[src/design/tenc_pkg.sv]
`default_nettype none
// ----------------------------------------------------------------------------
// tenc_pkg
// Shared codes, constants and the queue entry type of the Thumb-1 encoder.
// ----------------------------------------------------------------------------
package tenc_pkg;

    // operand forms
    localparam logic [2:0] MODE_LABEL = 3'd0;
    localparam logic [2:0] MODE_RRR   = 3'd1;
    localparam logic [2:0] MODE_RRI   = 3'd2;
    localparam logic [2:0] MODE_RI    = 3'd3;
    localparam logic [2:0] MODE_RR    = 3'd4;
    localparam logic [2:0] MODE_R     = 3'd5;
    localparam logic [2:0] MODE_MEM   = 3'd6;

    // mnemonics
    localparam logic [4:0] MN_B    = 5'd0;
    localparam logic [4:0] MN_BL   = 5'd1;
    localparam logic [4:0] MN_ADD  = 5'd2;
    localparam logic [4:0] MN_SUB  = 5'd3;
    localparam logic [4:0] MN_LSL  = 5'd4;
    localparam logic [4:0] MN_LSR  = 5'd5;
    localparam logic [4:0] MN_ASR  = 5'd6;
    localparam logic [4:0] MN_MOV  = 5'd7;
    localparam logic [4:0] MN_CMP  = 5'd8;
    localparam logic [4:0] MN_AND  = 5'd9;
    localparam logic [4:0] MN_EOR  = 5'd10;
    localparam logic [4:0] MN_ADC  = 5'd11;
    localparam logic [4:0] MN_SBC  = 5'd12;
    localparam logic [4:0] MN_ROR  = 5'd13;
    localparam logic [4:0] MN_TST  = 5'd14;
    localparam logic [4:0] MN_NEG  = 5'd15;
    localparam logic [4:0] MN_CMN  = 5'd16;
    localparam logic [4:0] MN_ORR  = 5'd17;
    localparam logic [4:0] MN_MUL  = 5'd18;
    localparam logic [4:0] MN_BIC  = 5'd19;
    localparam logic [4:0] MN_MVN  = 5'd20;
    localparam logic [4:0] MN_BX   = 5'd21;
    localparam logic [4:0] MN_LDR  = 5'd22;
    localparam logic [4:0] MN_STR  = 5'd23;
    localparam logic [4:0] MN_LDRB = 5'd24;
    localparam logic [4:0] MN_STRB = 5'd25;
    localparam logic [4:0] MN_LDRH = 5'd26;
    localparam logic [4:0] MN_STRH = 5'd27;

    // relocation kinds
    localparam logic [1:0] RK_NONE  = 2'd0;
    localparam logic [1:0] RK_REL8  = 2'd1;
    localparam logic [1:0] RK_REL11 = 2'd2;
    localparam logic [1:0] RK_REL22 = 2'd3;

    // register numbers with special forms
    localparam logic [3:0] REG_SP = 4'd13;
    localparam logic [3:0] REG_PC = 4'd15;

    // long branch halves
    localparam logic [15:0] HW_BL_HI = 16'hF000;
    localparam logic [15:0] HW_BL_LO = 16'hF800;

    // one classified request waiting for the back end
    typedef struct packed {
        logic [15:0] hw;
        logic [1:0]  reloc;
        logic        accepted;
        logic        dual;      // long branch: second halfword follows
    } t_entry;

endpackage

`default_nettype wire

[src/design/thumb_instruction_encoder_core.sv]
`default_nettype none
// ----------------------------------------------------------------------------
// thumb_instruction_encoder_core
// Thumb-1 instruction encoder: request in, one or two halfwords out.
// ----------------------------------------------------------------------------
// Each request is checked and packed in the cycle it is accepted and
// written into a small queue (QUEUE_DEPTH entries); the back end takes one
// entry per cycle into the output register while the output is not stalled
// and no long-branch second halfword is pending. A BL gives two halfwords,
// which leave through the single output register one after the other.
// Input stall rises only when the queue is full; an accepted request
// passes through the queue and then the output register before its first
// halfword is presented on the output.
// Rejected requests give a single transaction with accepted low.
module thumb_instruction_encoder_core #(
    parameter int QUEUE_DEPTH = 2
) (
    input  wire logic         i_clk,
    input  wire logic         i_rst_n,
    input  wire logic         i_valid,
    output logic              o_stall,
    input  wire logic [2:0]   i_mode,
    input  wire logic [4:0]   i_mnemonic,
    input  wire logic         i_conditional,
    input  wire logic [3:0]   i_cond_code,
    input  wire logic [3:0]   i_dest_reg,
    input  wire logic [3:0]   i_src_reg,
    input  wire logic [3:0]   i_third_reg,
    input  wire logic signed [31:0] i_immediate,
    output logic              o_valid,
    input  wire logic         i_stall,
    output logic [15:0]       o_halfword,
    output logic [1:0]        o_reloc_kind,
    output logic              o_accepted,
    output logic              o_last_word
);
    import tenc_pkg::*;

    t_entry w_push_entry;
    t_entry w_head;
    logic   w_push;
    logic   w_pop;
    logic   w_full;
    logic   w_empty;

    tenc_front u_front (
        .i_valid       (i_valid),
        .o_stall       (o_stall),
        .i_mode        (i_mode),
        .i_mnemonic    (i_mnemonic),
        .i_conditional (i_conditional),
        .i_cond_code   (i_cond_code),
        .i_dest_reg    (i_dest_reg),
        .i_src_reg     (i_src_reg),
        .i_third_reg   (i_third_reg),
        .i_immediate   (32'(unsigned'(i_immediate))),
        .i_full        (w_full),
        .o_push        (w_push),
        .o_entry       (w_push_entry)
    );

    tenc_queue #(
        .DEPTH (QUEUE_DEPTH)
    ) u_queue (
        .i_clk   (i_clk),
        .i_rst_n (i_rst_n),
        .i_push  (w_push),
        .i_entry (w_push_entry),
        .i_pop   (w_pop),
        .o_head  (w_head),
        .o_full  (w_full),
        .o_empty (w_empty)
    );

    tenc_back u_back (
        .i_clk        (i_clk),
        .i_rst_n      (i_rst_n),
        .i_head       (w_head),
        .i_empty      (w_empty),
        .o_pop        (w_pop),
        .o_valid      (o_valid),
        .i_stall      (i_stall),
        .o_halfword   (o_halfword),
        .o_reloc_kind (o_reloc_kind),
        .o_accepted   (o_accepted),
        .o_last_word  (o_last_word)
    );

endmodule

`default_nettype wire

[src/design/tenc_front.sv]
`default_nettype none
// ----------------------------------------------------------------------------
// tenc_front
// Accepts requests, checks legality and packs the first halfword into an
// entry for the queue.
// ----------------------------------------------------------------------------
module tenc_front (
    input  wire logic              i_valid,
    output logic                   o_stall,
    input  wire logic [2:0]        i_mode,
    input  wire logic [4:0]        i_mnemonic,
    input  wire logic              i_conditional,
    input  wire logic [3:0]        i_cond_code,
    input  wire logic [3:0]        i_dest_reg,
    input  wire logic [3:0]        i_src_reg,
    input  wire logic [3:0]        i_third_reg,
    input  wire logic [31:0]       i_immediate,
    input  wire logic              i_full,
    output logic                   o_push,
    output tenc_pkg::t_entry       o_entry
);
    import tenc_pkg::*;

    logic [2:0]  w_rd;
    logic [2:0]  w_rs;
    logic [2:0]  w_rt;
    logic        w_lo2;
    logic        w_anyhi;
    logic [7:0]  w_hi;
    logic [8:0]  w_neg;
    logic        w_ok;
    logic [15:0] w_hw;
    logic [1:0]  w_rk;
    logic        w_dual;

    assign w_rd    = i_dest_reg[2:0];
    assign w_rs    = i_src_reg[2:0];
    assign w_rt    = i_third_reg[2:0];
    assign w_lo2   = !i_dest_reg[3] && !i_src_reg[3];
    assign w_anyhi = i_dest_reg[3] || i_src_reg[3];
    assign w_hi    = {i_dest_reg[3], i_src_reg[3], w_rs, w_rd};
    // only bits 8..2 of the negated SP adjustment are used
    assign w_neg   = 9'd0 - i_immediate[8:0];

    // legality check and first halfword
    always_comb begin
        w_ok   = 1'b0;
        w_hw   = 16'h0000;
        w_rk   = RK_NONE;
        w_dual = 1'b0;
        unique case (i_mode)
            MODE_LABEL: begin
                if (i_mnemonic == MN_B) begin
                    w_ok = 1'b1;
                    if (i_conditional) begin
                        w_hw = {4'hD, i_cond_code, 8'h00};
                        w_rk = RK_REL8;
                    end else begin
                        w_hw = 16'hE000;
                        w_rk = RK_REL11;
                    end
                end else if (i_mnemonic == MN_BL) begin
                    w_ok   = 1'b1;
                    w_hw   = HW_BL_HI;
                    w_rk   = RK_REL22;
                    w_dual = 1'b1;
                end
            end
            MODE_RRR: begin
                if ((i_mnemonic == MN_ADD || i_mnemonic == MN_SUB) && w_lo2
                        && !i_third_reg[3]) begin
                    w_ok = 1'b1;
                    w_hw = {6'b000110, (i_mnemonic == MN_SUB), w_rt, w_rs, w_rd};
                end
            end
            MODE_RRI: begin
                unique case (i_mnemonic)
                    MN_LSL, MN_LSR, MN_ASR: begin
                        if (w_lo2) begin
                            w_ok = 1'b1;
                            w_hw = {3'b000, i_mnemonic[1:0] ^ 2'b00,
                                    i_immediate[4:0], w_rs, w_rd};
                            // LSL 00, LSR 01, ASR 10
                            w_hw[12:11] = i_mnemonic[1:0] - 2'd0;
                            if (i_mnemonic == MN_LSL) w_hw[12:11] = 2'b00;
                            else if (i_mnemonic == MN_LSR) w_hw[12:11] = 2'b01;
                            else w_hw[12:11] = 2'b10;
                        end
                    end
                    MN_ADD: begin
                        if (i_src_reg == REG_PC) begin
                            w_ok = 1'b1;
                            w_hw = {5'b10100, w_rd, i_immediate[7:0]};
                        end else if (i_src_reg == REG_SP) begin
                            w_ok = 1'b1;
                            w_hw = {5'b10101, w_rd, i_immediate[7:0]};
                        end else if (w_lo2 && i_immediate[31:3] == '0) begin
                            w_ok = 1'b1;
                            w_hw = {7'b0001110, i_immediate[2:0], w_rs, w_rd};
                        end
                    end
                    MN_SUB: begin
                        if (w_lo2 && i_immediate[31:3] == '0) begin
                            w_ok = 1'b1;
                            w_hw = {7'b0001111, i_immediate[2:0], w_rs, w_rd};
                        end
                    end
                    default: ;
                endcase
            end
            MODE_RI: begin
                if (i_mnemonic == MN_ADD && i_dest_reg == REG_SP) begin
                    // SP adjust: sign picks add or subtract
                    w_ok = 1'b1;
                    if (!i_immediate[31]) w_hw = {9'b101100000, i_immediate[8:2]};
                    else                  w_hw = {9'b101100001, w_neg[8:2]};
                end else if ((i_mnemonic == MN_MOV || i_mnemonic == MN_CMP
                        || i_mnemonic == MN_ADD || i_mnemonic == MN_SUB)
                        && !i_dest_reg[3] && i_immediate[31:8] == '0) begin
                    w_ok = 1'b1;
                    if (i_mnemonic == MN_MOV)      w_hw = {5'b00100, w_rd, i_immediate[7:0]};
                    else if (i_mnemonic == MN_CMP) w_hw = {5'b00101, w_rd, i_immediate[7:0]};
                    else if (i_mnemonic == MN_ADD) w_hw = {5'b00110, w_rd, i_immediate[7:0]};
                    else                           w_hw = {5'b00111, w_rd, i_immediate[7:0]};
                end
            end
            MODE_RR: begin
                if (w_anyhi && (i_mnemonic == MN_ADD || i_mnemonic == MN_CMP
                        || i_mnemonic == MN_MOV)) begin
                    // hi-register forms
                    w_ok = 1'b1;
                    if (i_mnemonic == MN_ADD)      w_hw = {8'h44, w_hi};
                    else if (i_mnemonic == MN_CMP) w_hw = {8'h45, w_hi};
                    else                           w_hw = {8'h46, w_hi};
                end else if (w_lo2) begin
                    w_ok = 1'b1;
                    unique case (i_mnemonic)
                        MN_ADD:  w_hw = {7'b0001100, w_rs, w_rd, w_rd};
                        MN_SUB:  w_hw = {7'b0001101, w_rs, w_rd, w_rd};
                        MN_MOV:  w_hw = {10'h000, w_rs, w_rd};
                        MN_CMP:  w_hw = {10'h10A, w_rs, w_rd};
                        MN_AND:  w_hw = {10'h100, w_rs, w_rd};
                        MN_EOR:  w_hw = {10'h101, w_rs, w_rd};
                        MN_LSL:  w_hw = {10'h102, w_rs, w_rd};
                        MN_LSR:  w_hw = {10'h103, w_rs, w_rd};
                        MN_ASR:  w_hw = {10'h104, w_rs, w_rd};
                        MN_ADC:  w_hw = {10'h105, w_rs, w_rd};
                        MN_SBC:  w_hw = {10'h106, w_rs, w_rd};
                        MN_ROR:  w_hw = {10'h107, w_rs, w_rd};
                        MN_TST:  w_hw = {10'h108, w_rs, w_rd};
                        MN_NEG:  w_hw = {10'h109, w_rs, w_rd};
                        MN_CMN:  w_hw = {10'h10B, w_rs, w_rd};
                        MN_ORR:  w_hw = {10'h10C, w_rs, w_rd};
                        MN_MUL:  w_hw = {10'h10D, w_rs, w_rd};
                        MN_BIC:  w_hw = {10'h10E, w_rs, w_rd};
                        MN_MVN:  w_hw = {10'h10F, w_rs, w_rd};
                        default: w_ok = 1'b0;
                    endcase
                end
            end
            MODE_R: begin
                if (i_mnemonic == MN_BX && !i_dest_reg[3]) begin
                    w_ok = 1'b1;
                    w_hw = {10'h11C, w_rd, 3'b000};
                end
            end
            MODE_MEM: begin
                if ((i_mnemonic == MN_LDR || i_mnemonic == MN_STR)
                        && (i_src_reg == REG_SP
                            || (i_mnemonic == MN_LDR && i_src_reg == REG_PC))) begin
                    // SP- and PC-relative word access
                    if (!i_dest_reg[3] && i_immediate[31:10] == '0
                            && i_immediate[1:0] == 2'b00) begin
                        w_ok = 1'b1;
                        if (i_mnemonic == MN_STR)      w_hw = {5'b10010, w_rd, i_immediate[9:2]};
                        else if (i_src_reg == REG_PC)  w_hw = {5'b01001, w_rd, i_immediate[9:2]};
                        else                           w_hw = {5'b10011, w_rd, i_immediate[9:2]};
                    end
                end else if (w_lo2) begin
                    unique case (i_mnemonic)
                        MN_LDR, MN_STR: begin
                            if (i_immediate[31:7] == '0 && i_immediate[1:0] == 2'b00) begin
                                w_ok = 1'b1;
                                w_hw = {4'b0110, (i_mnemonic == MN_LDR),
                                        i_immediate[6:2], w_rs, w_rd};
                            end
                        end
                        MN_LDRB, MN_STRB: begin
                            if (i_immediate[31:5] == '0) begin
                                w_ok = 1'b1;
                                w_hw = {4'b0111, (i_mnemonic == MN_LDRB),
                                        i_immediate[4:0], w_rs, w_rd};
                            end
                        end
                        MN_LDRH, MN_STRH: begin
                            if (i_immediate[31:6] == '0 && !i_immediate[0]) begin
                                w_ok = 1'b1;
                                w_hw = {4'b1000, (i_mnemonic == MN_LDRH),
                                        i_immediate[5:1], w_rs, w_rd};
                            end
                        end
                        default: ;
                    endcase
                end
            end
            default: ;
        endcase
        // rejected requests carry nothing
        if (!w_ok) begin
            w_hw   = 16'h0000;
            w_rk   = RK_NONE;
            w_dual = 1'b0;
        end
    end

    assign o_stall          = i_full;
    assign o_push           = i_valid && !i_full;
    assign o_entry.hw       = w_hw;
    assign o_entry.reloc    = w_rk;
    assign o_entry.accepted = w_ok;
    assign o_entry.dual     = w_dual;

endmodule

`default_nettype wire

[src/design/tenc_queue.sv]
`default_nettype none
// ----------------------------------------------------------------------------
// tenc_queue
// Small FIFO of classified entries between the front and back ends.
// ----------------------------------------------------------------------------
module tenc_queue #(
    parameter int DEPTH = 2
) (
    input  wire logic              i_clk,
    input  wire logic              i_rst_n,
    input  wire logic              i_push,
    input  wire tenc_pkg::t_entry  i_entry,
    input  wire logic              i_pop,
    output tenc_pkg::t_entry       o_head,
    output logic                   o_full,
    output logic                   o_empty
);
    import tenc_pkg::*;

    localparam int PTR_W = (DEPTH > 1) ? $clog2(DEPTH) : 1;
    localparam int CNT_W = $clog2(DEPTH + 1);
    localparam logic [PTR_W-1:0] LAST_PTR  = PTR_W'(DEPTH - 1);
    localparam logic [CNT_W-1:0] FULL_CNT  = CNT_W'(DEPTH);

    t_entry           r_mem [DEPTH];
    logic [PTR_W-1:0] r_wr_ptr;
    logic [PTR_W-1:0] r_rd_ptr;
    logic [CNT_W-1:0] r_count;
    logic [PTR_W-1:0] n_wr_ptr;
    logic [PTR_W-1:0] n_rd_ptr;
    logic [CNT_W-1:0] n_count;

    assign o_full  = (r_count == FULL_CNT);
    assign o_empty = (r_count == '0);
    assign o_head  = r_mem[r_rd_ptr];

    // pointer and occupancy update
    always_comb begin
        n_wr_ptr = r_wr_ptr;
        n_rd_ptr = r_rd_ptr;
        n_count  = r_count;
        if (i_push) n_wr_ptr = (r_wr_ptr == LAST_PTR) ? '0 : r_wr_ptr + 1'b1;
        if (i_pop)  n_rd_ptr = (r_rd_ptr == LAST_PTR) ? '0 : r_rd_ptr + 1'b1;
        if (i_push && !i_pop)      n_count = r_count + 1'b1;
        else if (!i_push && i_pop) n_count = r_count - 1'b1;
    end

    always_ff @(posedge i_clk) begin
        if (!i_rst_n) begin
            r_wr_ptr <= '0;
            r_rd_ptr <= '0;
            r_count  <= '0;
        end else begin
            r_wr_ptr <= n_wr_ptr;
            r_rd_ptr <= n_rd_ptr;
            r_count  <= n_count;
        end
    end

    // entry storage
    always_ff @(posedge i_clk) begin
        if (i_push) r_mem[r_wr_ptr] <= i_entry;
    end

endmodule

`default_nettype wire

[src/design/tenc_back.sv]
`default_nettype none
// ----------------------------------------------------------------------------
// tenc_back
// Pops entries and drives the output register; a long branch is sent as
// two transactions.
// ----------------------------------------------------------------------------
module tenc_back (
    input  wire logic              i_clk,
    input  wire logic              i_rst_n,
    input  wire tenc_pkg::t_entry  i_head,
    input  wire logic              i_empty,
    output logic                   o_pop,
    output logic                   o_valid,
    input  wire logic              i_stall,
    output logic [15:0]            o_halfword,
    output logic [1:0]             o_reloc_kind,
    output logic                   o_accepted,
    output logic                   o_last_word
);
    import tenc_pkg::*;

    logic        r_valid;
    logic        r_pending;     // second long-branch halfword still to send
    logic [15:0] r_hw;
    logic [1:0]  r_rk;
    logic        r_acc;
    logic        r_last;
    logic        w_free;
    logic        w_load_second;
    logic        n_valid;
    logic        n_pending;

    assign w_free        = !r_valid || !i_stall;
    assign w_load_second = w_free && r_pending;
    assign o_pop         = w_free && !r_pending && !i_empty;

    // control: output valid and long-branch sequencing
    always_comb begin
        n_valid   = r_valid;
        n_pending = r_pending;
        if (w_load_second) begin
            n_valid   = 1'b1;
            n_pending = 1'b0;
        end else if (o_pop) begin
            n_valid   = 1'b1;
            n_pending = i_head.dual;
        end else if (w_free) begin
            n_valid   = 1'b0;
        end
    end

    always_ff @(posedge i_clk) begin
        if (!i_rst_n) begin
            r_valid   <= 1'b0;
            r_pending <= 1'b0;
        end else begin
            r_valid   <= n_valid;
            r_pending <= n_pending;
        end
    end

    // output payload
    always_ff @(posedge i_clk) begin
        if (w_load_second) begin
            r_hw   <= HW_BL_LO;
            r_rk   <= RK_NONE;
            r_acc  <= 1'b1;
            r_last <= 1'b1;
        end else if (o_pop) begin
            r_hw   <= i_head.hw;
            r_rk   <= i_head.reloc;
            r_acc  <= i_head.accepted;
            r_last <= !i_head.dual;
        end
    end

    assign o_valid      = r_valid;
    assign o_halfword   = r_hw;
    assign o_reloc_kind = r_rk;
    assign o_accepted   = r_acc;
    assign o_last_word  = r_last;

endmodule

`default_nettype wire

[config.mk]
export PLATFORM = sky130hd
export DESIGN_NAME = thumb_instruction_encoder_core
export DESIGN_NICKNAME = d
export VERILOG_FILES = /design/src/design/tenc_pkg.sv /design/src/design/thumb_instruction_encoder_core.sv /design/src/design/tenc_front.sv /design/src/design/tenc_queue.sv /design/src/design/tenc_back.sv
export SDC_FILE = /design/constraint.sdc
export NUM_CORES = 1
export LEC_CHECK = 0
export BUFFER_PORTS_ARGS = -buffer_cell sky130_fd_sc_hd__buf_2
export CORE_UTILIZATION = 56
export CTS_CLUSTER_DIAMETER = 40
export DETAILED_ROUTE_END_ITERATION = 10
export PLACE_DENSITY = 0.81
export SLEW_MARGIN = 5
export SYNTH_ARGS = -nofsm -noshare
export SYNTH_HDL_FRONTEND = slang
export SYNTH_SLANG_ARGS = --single-unit
[constraint.sdc]
create_clock -name i_clk -period 2.85 [get_ports i_clk]
set_input_delay 0.7125 -clock i_clk [delete_from_list [all_inputs] [get_ports i_clk]]
set_output_delay 0.7125 -clock i_clk [all_outputs]
set_load 0.01 [all_outputs]
==> summary.md <==
| Metric | Value |
|---|---|
| Final Hold Viols | 0 |
| Largest delay share family, worst path | simple AND/OR/NAND/NOR gates |
| Max Clk Rate | 0.401 GHz |
| Sequential cell area | 1740 sq um |
| Antenna Nets Post-Route | 0 |
| Htree depth | 3 |
| Pre-Repair DR Iteration Count | 5 |
| Post-CTS Hold Fix Bufs | 0 |
| Vias per std cell | 6.46 |
| Final Max Slew Viols | 0 |
| Count of final setup violators | 0 |
| Root Driver | clkbuf_8 |
| Post-DP HPWL | 11,700 um |
| Worst Tran Pin Value | 0.590 ns |
| Row count | 31 |
| Worst skew pair latency | 0.34 ns |
| Placer Congestion | 1.02 |
| P_leak | 2.26 nW |
| CP startpoint kind | input pin |
| Share of layout cells above drive strength 1 | 29.6% |
| Slowest CP cell | or4b_1 |
| Final nets | 666 |
| Min Hold Slack | 0.493 ns |
| Crit-path max cell delay | 0.50 ns |
| Placement Cell Area | 5230 sq um |
| CP Max Fanout | 6 |
| Detailed router's first-iteration violation count | 501 |
| Period minus WS final | 2.49 ns |
| Mean Syn Cell Area | 9.10 sq um |
| Starting Density | 58.9% |
| Peak supply drop | 321 uV |
| Mapped Cells | 477 |
| Core ar. | 7370 sq um |
| Synthesis-to-layout area growth | 25.0% |
| Final cycle utilization of the critical path | 87.4% |
| Die height | 90.0 um |
| Post-synth EDFFs | 40 |
| Wire length per cell | 21.1 um |
| Syn Std Cell Area | 4340 sq um |
| Post-route DRC | 0 |
| Slew margin rel. | 60.6% |
| Largest net degree at the start of global routing | 28 |
| Gr ovfl total | 0 |
| Dominant synthesized flop cell | edfxtp_1 |
| Hold Path Class | flop to flop |
| Area occupied by multi-input gates | 2390 sq um |
| Ys async rst share | 0% |
| Fillers | 531 |
| Crit. End Element | flop |
| WP data arrival | 2.55 ns |
| Sum Neg Setup Slack | 0 ns |
| Die area | 8110 sq um |
| First-pass GRT wire length | 23,500 um |
| GRT Util Overall | 37.3% |
| MaxCap Viol Count | 0 |
| Req. time, crit path | 2.91 ns |
| Vias | 4,573 |
| Synth Register Bits | 67 |
| Total Power | 3.41 mW |
| Buffers and inverters on the worst path | 2 |
| Number of buffers created by CTS | 9 |
| Clk sinks | 67 |
| CTS clk-pin slew, worst paths | 0.08 ns |
| Critical path class | input pin to flop |
| Setup Skew | 0.0127 ns |
| Sequential element share of the synthesized area | 40.1% |
| Power per cell area | 628 nW/um^2 |
| DRT Wirelength | 14,900 um |
| Synth Net Count | 539 |
| Yosys warns | 0 |
| Diodes inserted | 0 |
| Initial antenna violation count | 0 |
| Clock Tree Buf Depth | 2 |
| RSZ-0062 raised after global routing | false |
| Die W | 90.0 um |
| Final core occ | 73.6% |
| Worst-path cell chain | buf_2 -> nor3_1 -> nand2_1 -> o21ai_0 -> xor2_1 -> o22ai_1 -> buf_4 -> or4b_1 |
| PostCTS Resize Cnt | 0 |
| Setup Buffers After CTS | 0 |
| Outcome | completed |
| I/O pins | 83 |
| Vias in the first global route | 4,481 |
| Synth cell types | 72 |
| Port bufs | 82 |
| CTS tree | done |
| Post-route cell area | 5430 sq um |
[worst register-to-register path: cells and delay by family (launching register included)]
kind | cells | cell delay, ns
buf+inv | 1 | 0.26
flops | 1 | 0.34
fa+ha+maj | 1 | 0.41
simple gates | 2 | 0.59
compound gates | 2 | 0.36
[report_power, final]
| part | switching (mW) | internal (mW) | leakage (nW) |
|---|---|---|---|
| combinational | 0.704 | 0.503 | 1.54 |
| sequential | 0.135 | 1.31 | 0.613 |
| clock | 0.383 | 0.374 | 0.102 |
[state kept, by name (all words and copies together) (netlist names), named ones only]
signal               flops
u_queue.r_mem           40
u_back.o_halfword       16
u_back.o_reloc_kind      2
u_queue.r_count          2
u_back.o_accepted        1
u_back.o_last_word       1
u_back.o_valid           1
u_back.r_pending         1
u_queue.r_rd_ptr         1
u_queue.r_wr_ptr         1
[cells in the final DEF, fill, tap and decap left out, types with 3 or more instances in the layout]
cell type   n
and4b_1     3
o21ai_1     9
a211oi_1   15
a22oi_1     3
o32ai_1     3
nor3b_1     3
a211o_1     5
o21a_1      5
a21oi_1    22
dfxtp_1    27
nand2_1    39
or3_1       4
nor4_1     18
and2_1      8
and3_1      8
nand4b_1    3
nand4_1     7
nand2b_1    3
inv_1       5
a31oi_1     7
a22o_1     14
a221oi_1    5
a21o_1      4
edfxtp_1   40
xor2_1      3
o21ai_0    23
clkbuf_8    9
mux2i_1    21
nor2_1     43
nor3_1     13
o211ai_1    9
nor2b_1     7
nand3_1    14
buf_4      68
xnor2_1     3
buf_2      82
or2_1       3
[cells in the mapped netlist, types with 7 or more instances]
cell | n | area [sq um]
a211oi_1 | 15 | 113
a21oi_1 | 22 | 110
a22o_1 | 14 | 123
a31oi_1 | 7 | 43.8
and2_1 | 8 | 50.1
and3_1 | 8 | 50.1
buf_2 | 9 | 45.0
clkbuf_1 | 15 | 56.3
dfxtp_1 | 27 | 541
edfxtp_1 | 40 | 1200
mux2i_1 | 21 | 210
nand2_1 | 39 | 146
nand3_1 | 14 | 70.1
nand4_1 | 7 | 43.8
nor2_1 | 43 | 161
nor2b_1 | 7 | 43.8
nor3_1 | 13 | 65.1
nor4_1 | 18 | 113
o211ai_1 | 9 | 67.6
o21ai_0 | 23 | 115
o21ai_1 | 9 | 45.0
[routing by layer]
layer | global-route usage (%) | wire length, um | part of all wire, % | vias up
met5 | 0 | 0 | 0 | -
met4 | 16.3 | 591 | 4.0 | 0
met3 | 7.11 | 1410 | 9.4 | 61
met2 | 63.5 | 7120 | 48 | 305
met1 | 46.0 | 5830 | 39 | 2099
li1 | - | - | - | 2108
[worst paths after layout]
check                                                     endpoint  slack [ns]                                from  depth (start not counted)
worst max-delay path                u_queue.r_mem[0][10]$_DFFE_PP_        0.36                      i_immediate[0]                          8
worst min-delay path            u_back.o_halfword[14]$_SDFFE_PP1P_        0.49  u_back.o_halfword[14]$_SDFFE_PP1P_                          2
worst max register to register     u_queue.r_count[1]$_SDFFE_PN0P_        0.83         u_back.o_valid$_SDFFE_PN0P_                          6
worst min register to register  u_back.o_halfword[14]$_SDFFE_PP1P_        0.49  u_back.o_halfword[14]$_SDFFE_PP1P_                          2
[kinds of logic after synthesis]
group	Yosys count	share of synthesized area, %
simple gates	194	24.7
compound gates	145	23.2
flops	67	40.1
buf+inv	41	4.84
mux	23	5.62
xor+xnor	6	1.21
fa+ha+maj	1	0.288
[final cells by class]
type | instances | share of cell area, %
clock inverter | 6 | 0.784
clock buffer | 10 | 2.74
tap | 99 | 2.28
multi-input combinational | 369 | 44.0
timing repair buffer | 152 | 17.7
sequential | 67 | 32.1
inverter | 5 | 0.346
[through the flow]
| step | setup WS (ns) | instances |
|---|---|---|
| floorplan | 0.336 | 477 |
| global placement | 0.0570 | 692 |
| detailed placement | 0.0297 | 692 |
| CTS | 0.391 | 708 |
| global route | 0.247 | 708 |
| finish | 0.359 | 708 |
Note: power is estimated with default switching activity, not from simulation.
